[config.mk]
export PLATFORM = sky130hd
export DESIGN_NAME = valve_actuation_supervisor_top
export DESIGN_NICKNAME = d
export VERILOG_FILES = /design/src/rtl/vas_pkg.sv /design/src/rtl/valve_actuation_supervisor_top.sv
export SDC_FILE = /design/constraint.sdc
export NUM_CORES = 1
export LEC_CHECK = 0
export ABC_AREA = 1
export BUFFER_PORTS_ARGS = -buffer_cell sky130_fd_sc_hd__buf_2
export CAP_MARGIN = 20
export CELL_PAD_IN_SITES_DETAIL_PLACEMENT = 1
export CELL_PAD_IN_SITES_GLOBAL_PLACEMENT = 2
export CORE_MARGIN = 1.5
export CORE_UTILIZATION = 42
export CTS_BUF_LIST = sky130_fd_sc_hd__clkbuf_2
export CTS_CLUSTER_DIAMETER = 50
export DETAILED_ROUTE_END_ITERATION = 16
export PLACE_DENSITY_LB_ADDON = 0.1
export SLEW_MARGIN = 20
export SYNTH_ARGS = -nofsm -noshare
export SYNTH_HDL_FRONTEND = slang
export SYNTH_SLANG_ARGS = --single-unit
export TNS_END_PERCENT = 100
[constraint.sdc]
create_clock -name clk_i -period 4.1 [get_ports clk_i]
set_input_delay 0.205 -clock clk_i [delete_from_list [all_inputs] [get_ports clk_i]]
set_output_delay 0.205 -clock clk_i [all_outputs]
set_load 0.02 [all_outputs]
[src/rtl/vas_pkg.sv]
// types and constants of the valve actuation supervisor
package vas_pkg;

  // reaction counter width and the width used for timeout and settle compares
  localparam int unsigned CounterBits = 16;
  localparam int unsigned TimeBits    = 16;
  localparam int unsigned CmpBits     = (CounterBits > TimeBits) ? CounterBits : TimeBits;

  localparam int unsigned CfgIdxBits  = 3;
  localparam int unsigned CfgDataBits = 16;

  // fault flag bit positions
  localparam int unsigned FltNoOpen  = 0;
  localparam int unsigned FltNoClose = 1;
  localparam int unsigned FltUndef   = 2;
  localparam int unsigned FltAmbig   = 3;

  typedef enum logic [1:0] {
    OP_TICK  = 2'd0,
    OP_START = 2'd1,
    OP_EVAL  = 2'd2
  } op_e;

  typedef enum logic [1:0] {
    PH_IDLE    = 2'd0,
    PH_COMMAND = 2'd1,
    PH_AWAIT   = 2'd2,
    PH_SETTLE  = 2'd3
  } phase_e;

  typedef enum logic [CfgIdxBits-1:0] {
    CFG_VALVE_TYPE    = 3'd0,
    CFG_OPEN_TIMEOUT  = 3'd1,
    CFG_CLOSE_TIMEOUT = 3'd2,
    CFG_OPEN_SETTLE   = 3'd3,
    CFG_CLOSE_SETTLE  = 3'd4,
    CFG_NORM_OPEN     = 3'd5,
    CFG_NORM_CLOSE    = 3'd6
  } cfg_idx_e;

  typedef struct packed {
    logic [1:0] op;
    logic       action;
    logic       open_feedback;
    logic       close_feedback;
  } in_word_t;

  typedef struct packed {
    logic       drive_primary;
    logic       drive_secondary;
    phase_e     phase;
    logic       fault_no_open;
    logic       fault_no_close;
    logic       fault_undefined;
    logic       fault_ambiguous;
    logic       done_res;
    logic [7:0] norm_code;
  } out_word_t;

endpackage

[src/rtl/valve_actuation_supervisor_top.sv]
// Valve actuation supervisor: one input word in, one status word out.
// The result word of an accepted input word is registered and appears in the next cycle.
// Throughput: one word per cycle; the output register stalls input only when
// its word is held by the consumer.
// Reset: async active low; idle phase, counter, drives and faults cleared,
// configuration registers back to their default values.
module valve_actuation_supervisor_top
  import vas_pkg::*;
(
  input  logic                   clk_i,
  input  logic                   rst_ni,
  input  logic                   in_valid_i,
  output logic                   in_ready_o,
  input  in_word_t               in_data_i,
  output logic                   out_valid_o,
  input  logic                   out_ready_i,
  output out_word_t              out_data_o,
  input  logic                   cfg_valid_i,
  output logic                   cfg_ready_o,
  input  logic [CfgIdxBits-1:0]  cfg_index_i,
  input  logic [CfgDataBits-1:0] cfg_data_i
);

  // configuration registers
  logic [1:0]          valve_type_q;
  logic [TimeBits-1:0] open_timeout_q, close_timeout_q;
  logic [TimeBits-1:0] open_settle_q, close_settle_q;
  logic [7:0]          norm_open_q, norm_close_q;

  // supervisor state
  phase_e                 phase_q, phase_d;
  logic [CounterBits-1:0] cnt_q, cnt_d;
  logic                   drive_a_q, drive_a_d;
  logic                   drive_b_q, drive_b_d;
  logic [3:0]             flt_q, flt_d;

  // result register
  logic      out_valid_q;
  out_word_t out_data_q, out_data_d;

  logic in_acc;
  logic done;

  assign cfg_ready_o = 1'b1;
  assign in_ready_o  = !out_valid_q || out_ready_i;
  assign in_acc      = in_valid_i && in_ready_o;

  // configuration writes
  always_ff @(posedge clk_i or negedge rst_ni) begin
    if (!rst_ni) begin
      valve_type_q    <= 2'd1;
      open_timeout_q  <= TimeBits'(2);
      close_timeout_q <= TimeBits'(2);
      open_settle_q   <= TimeBits'(2);
      close_settle_q  <= TimeBits'(2);
      norm_open_q     <= 8'd36;
      norm_close_q    <= 8'd37;
    end else if (cfg_valid_i && cfg_ready_o) begin
      case (cfg_index_i)
        CFG_VALVE_TYPE:    valve_type_q    <= cfg_data_i[1:0];
        CFG_OPEN_TIMEOUT:  open_timeout_q  <= cfg_data_i[TimeBits-1:0];
        CFG_CLOSE_TIMEOUT: close_timeout_q <= cfg_data_i[TimeBits-1:0];
        CFG_OPEN_SETTLE:   open_settle_q   <= cfg_data_i[TimeBits-1:0];
        CFG_CLOSE_SETTLE:  close_settle_q  <= cfg_data_i[TimeBits-1:0];
        CFG_NORM_OPEN:     norm_open_q     <= cfg_data_i[7:0];
        CFG_NORM_CLOSE:    norm_close_q    <= cfg_data_i[7:0];
        default: ;
      endcase
    end
  end

  // per-word decode
  logic               two_in, two_out, act, fo, fc, match;
  logic [3:0]         dir_fault;
  logic [CmpBits-1:0] cnt_ext, timeout_ext, settle_ext;
  logic [7:0]         norm;

  always_comb begin
    two_in      = valve_type_q[0];
    two_out     = valve_type_q[1];
    act         = in_data_i.action;
    fo          = in_data_i.open_feedback;
    fc          = in_data_i.close_feedback;
    match       = two_in ? ((fo == act) && (fc != act)) : (fo == act);
    dir_fault   = act ? (4'b1 << FltNoOpen) : (4'b1 << FltNoClose);
    cnt_ext     = CmpBits'(cnt_q);
    timeout_ext = CmpBits'(act ? open_timeout_q : close_timeout_q);
    settle_ext  = CmpBits'(act ? open_settle_q : close_settle_q);
    norm        = act ? norm_open_q : norm_close_q;
  end

  // next state of the supervisor
  always_comb begin
    phase_d   = phase_q;
    cnt_d     = cnt_q;
    drive_a_d = drive_a_q;
    drive_b_d = drive_b_q;
    flt_d     = flt_q;
    done      = 1'b0;
    case (in_data_i.op)
      OP_TICK: begin
        if (cnt_q != {CounterBits{1'b1}}) cnt_d = cnt_q + CounterBits'(1);
      end
      OP_START: begin
        phase_d = PH_COMMAND;
      end
      OP_EVAL: begin
        case (phase_q)
          PH_COMMAND: begin
            drive_a_d = act;
            drive_b_d = two_out & ~act;
            if (match) begin
              done    = 1'b1;
              phase_d = PH_IDLE;
            end else begin
              cnt_d   = '0;
              phase_d = PH_AWAIT;
            end
          end
          PH_AWAIT: begin
            if (two_in) begin
              flt_d = flt_q & ~(dir_fault | (4'b1 << FltUndef) | (4'b1 << FltAmbig));
            end
            if (match) begin
              if (!two_in) flt_d = flt_q & ~dir_fault;
              cnt_d   = '0;
              phase_d = PH_SETTLE;
            end else if (cnt_ext > timeout_ext) begin
              if (two_in && !fo && !fc)    flt_d[FltUndef] = 1'b1;
              else if (two_in && fo && fc) flt_d[FltAmbig] = 1'b1;
              else                         flt_d = flt_d | dir_fault;
            end
          end
          PH_SETTLE: begin
            if (cnt_ext >= settle_ext) begin
              done    = 1'b1;
              phase_d = PH_IDLE;
            end
          end
          default: ;
        endcase
      end
      default: ;
    endcase
  end

  // result word from the updated state
  always_comb begin
    out_data_d.drive_primary   = drive_a_d;
    out_data_d.drive_secondary = drive_b_d;
    out_data_d.phase           = phase_d;
    out_data_d.fault_no_open   = flt_d[FltNoOpen];
    out_data_d.fault_no_close  = flt_d[FltNoClose];
    out_data_d.fault_undefined = flt_d[FltUndef];
    out_data_d.fault_ambiguous = flt_d[FltAmbig];
    out_data_d.done_res        = done;
    out_data_d.norm_code       = done ? norm : 8'd0;
  end

  // state update on an accepted word
  always_ff @(posedge clk_i or negedge rst_ni) begin
    if (!rst_ni) begin
      phase_q   <= PH_IDLE;
      cnt_q     <= '0;
      drive_a_q <= 1'b0;
      drive_b_q <= 1'b0;
      flt_q     <= '0;
    end else if (in_acc) begin
      phase_q   <= phase_d;
      cnt_q     <= cnt_d;
      drive_a_q <= drive_a_d;
      drive_b_q <= drive_b_d;
      flt_q     <= flt_d;
    end
  end

  // output valid
  always_ff @(posedge clk_i or negedge rst_ni) begin
    if (!rst_ni) begin
      out_valid_q <= 1'b0;
    end else if (in_ready_o) begin
      out_valid_q <= in_valid_i;
    end
  end

  // output payload
  always_ff @(posedge clk_i) begin
    if (in_acc) begin
      out_data_q <= out_data_d;
    end
  end

  assign out_valid_o = out_valid_q;
  assign out_data_o  = out_data_q;

endmodule

==> metrics.json <==
{
  "run_status": {
    "status": "finished clean"
  },
  "drt": {
    "vias_per_cell": 5.189,
    "detail_route.drc_violations": 0,
    "first_drt_iteration_drcs": 191,
    "aggregate_routed_wire_length_um": 16620,
    "ant_nets": 0,
    "detailedRoute.firstPassIterationCount": 6,
    "routed_len_inst_um": 16.69,
    "num_vias": 5168
  },
  "setup_path": {
    "path_max_fanout": 32,
    "criticalPathCategory": "in2reg",
    "worstSetupEndpointType": "flop",
    "worstReg2RegEnd": "flt_q[0]",
    "setup.reg_to_reg.worst_slack_ns": 1.49,
    "timing.critical_path.max_delay_family": "buffers and inverters",
    "crit_path_end": "flt_q[0]",
    "number_of_stages_on_the_worst_setup_path": 13,
    "critical_path.max_stage_delay_ns": 0.78,
    "path_cells": "buf_2 > mux2i_1 > ha_1 > nand4_1 > nor3_1 > nand3_1 > nand3_1 > nand2_1 > nand2_1 > nand2_1 > nand2_1 > nand2_1 > dlygate4sd3_1",
    "cp.required_ns": 4.72,
    "cpMostUsedCell": "nand2_1",
    "worst_setup_path_start_kind": "input port",
    "launch_point_of_the_critical_path": "in_data_i[2]",
    "critPathArrivalTime_ns": 3.29,
    "crit_buf_inv": 2,
    "worstRegToRegCells": 13,
    "rr_startpoint": "open_timeout_q[11]",
    "timing.critical_path.slowest_stage_cell": "buf_2"
  },
  "power": {
    "worst_ir_drop_vdd_uv": 290.2,
    "standby_leakage_power_nw": 3.589,
    "power.density_cell_area_nw_per_um2": 437.5
  },
  "global_route": {
    "grt_max_degree": 68,
    "antenna_found_initial": 0,
    "number_of_global_route_vias_before_repair": 5593,
    "grt_overflow": 0,
    "global_route_wire_length_before_repair_um": 28080,
    "global_route.usage.total": 0.2263
  },
  "placement": {
    "pre_cts_slack_ns": 1.012,
    "placement.io_buffers": 47,
    "hpwl_um": 11520,
    "finalWeightedCongestion": 0.8212
  },
  "finish": {
    "nFillCells": 1759,
    "area.growth.synth_to_final_pct": 13.89,
    "final_net_count": 864,
    "final_cell_mix": "nand2_1, o21ai_0, dfrtp_1, inv_1, buf_2",
    "final_common_cell": "nand2_1",
    "drive_above_1_share": 0.1392,
    "num_antenna_cells": 0
  },
  "logic_synthesis": {
    "synth.yosys.warnings": 0,
    "mappedNetlistNets": 790,
    "ys_types": 39,
    "synth_sequential_area_ratio": 0.5038,
    "gate_count_after_technology_mapping": 725,
    "postSynthRegisterBits": 124,
    "synth_area_leader_cell": "dfrtp_1",
    "synthesis.area_um2": 6352,
    "synth_top_cells_by_area": "dfrtp_1, nand2_1, edfxtp_1",
    "synthesis.area_per_instance_um2": 8.762,
    "yosys.area.top_type_share": 0.3821
  },
  "clocking": {
    "clock_latency_ns": 0.71,
    "clock-root-buffer": "clkbuf_2",
    "cts_max_path_buffers": 2,
    "cts_made_buffers": 17,
    "cts.htree.levels": 4,
    "cts_sinks": 124,
    "cts_tree": "done",
    "cts_resized": 0,
    "cts.reportedPaths.clkPinSlew_ns": 0.22
  },
  "timing": {
    "achievable-frequency_mhz": 373.9,
    "postLayoutSetupSlackWorst_ns": 1.426,
    "fin_skew_ns": 0.04675,
    "least_margin_pin_slew_ns": 1.081,
    "timing.slew.headroom": 0.2791,
    "setup_violations": 0,
    "slew_violations": 0,
    "post-route-min-period_ns": 2.674,
    "setup_total_negative_slack_ns": 0,
    "timing.final.hold_violations": 0,
    "grt_setup_unrepaired": "no",
    "whs_ns": 0.09149,
    "period_share": 0.6523
  },
  "die": {
    "die_w_um": 126.0,
    "dieHeight_um": 126.0,
    "floorplan.die_area_um2": 15870,
    "floorplan.io_pins": 49,
    "core_um2": 14640,
    "fp-row-count": 44,
    "initial_cell_density_of_the_core": 0.4338
  },
  "run": {
    "maxCapViolations": 0
  },
  "min_path": {
    "worstHoldPathType": "in2async"
  }
}
==> layout make-up <==
| type | count | area, um2 | share of cell area |
|---|---|---|---|
| Inverter | 61 | 234.0 | 0.03234 |
| Sequential cell | 124 | 3201 | 0.4424 |
| Multi-Input combinational cell | 516 | 2796 | 0.3865 |
| Tap cell | 184 | 230.2 | 0.03182 |
| Clock inverter | 15 | 137.6 | 0.01902 |
| Clock buffer | 17 | 85.08 | 0.01176 |
| Timing Repair Buffer | 79 | 550.5 | 0.07610 |
==> routing by layer <==
layer | share of wire | vias to the layer above | track usage
met5 | 0 | - | 0
met4 | 0.017 | 0 | 0.07032
met3 | 0.039 | 19 | 0.04460
met2 | 0.47 | 79 | 0.3778
met1 | 0.47 | 2526 | 0.2987
li1 | - | 2544 | -
==> stage by stage <==
step	instance area (um2)	util	std cells	power, mW
after floorplan	6352	-	725	2.167
after global placement	6731	0.4597	937	2.382
after detailed placement	6731	0.4597	937	2.434
after CTS	7214	0.4927	995	3.206
after global routing	7234	0.4940	996	3.407
final	7234	0.4940	996	3.165
==> state kept, by name (all words and copies together), names as in the netlist, 2 cells and up <==
register / flops
valve_type_q: 2
norm_open_q: 8
norm_close_q: 8
phase_q: 2
close_settle_q: 16
cnt_ext: 16
out_data_o: 17
open_settle_q: 16
open_timeout_q: 16
flt_q: 4
close_timeout_q: 16
==> power by group <==
group	internal, mW	total [mW]	switching [mW]
logic	0.311	0.788	0.477
registers	1.47	1.64	0.165
clock network	0.228	0.738	0.510
==> repair_timing <==
item	CTS	global route
hold buffers	26	0
setup buffers	0	0
hold endpoints to repair	147	0
==> Yosys cell counts <==
cell        n
nand2_2     2
inv_2       2
nor2_1     33
conb_1      1
buf_6       2
buf_2       1
o21ai_0    98
dfrtp_1    97
nand4_1     4
xor2_1      7
o21a_1      1
a21oi_2     4
nand3b_1    1
nand3_1    27
clkbuf_1   19
nor2_4      2
or2_2       1
a21oi_1    22
o21ai_1     3
buf_12      1
nor3_1      8
a21o_1      1
buf_4       1
nor4_1      1
ha_1       36
nor3_2      1
nand2_1   223
nand2_4     1
edfxtp_1   17
o31ai_2     1
o31ai_1     5
mux2i_1    30
dfstp_2    10
o21ai_2     1
clkinv_1    1
nor2_2      1
o211ai_1    1
inv_6       1
inv_1      57
==> kinds of logic (layout without fill, tap and decap cells) <==
family,count (synthesis),after routing,synth area share
buf+inv,85,172,0.05673
other cells,1,1,0.0005903
xor+xnor,7,7,0.009652
fa+ha+maj,36,36,0.07091
flops,124,124,0.5038
mux,30,30,0.04727
simple gates,305,305,0.1958
compound gates,137,137,0.1152
==> worst min-delay path by stage <==
stage,start,end,slack [ns],cells after the start
global route,in_data_i[1],out_data_o[10],0.04,4
CTS,in_data_i[1],flt_q[1],0.02,7
floorplan,rst_ni,close_settle_q[0],-0.09,0
finish,rst_ni,cnt_ext[6],0.09,2
global placement,rst_ni,cnt_ext[14],0.37,1
detailed placement,rst_ni,cnt_ext[6],0.38,1
(Power assumes the default switching activity.)
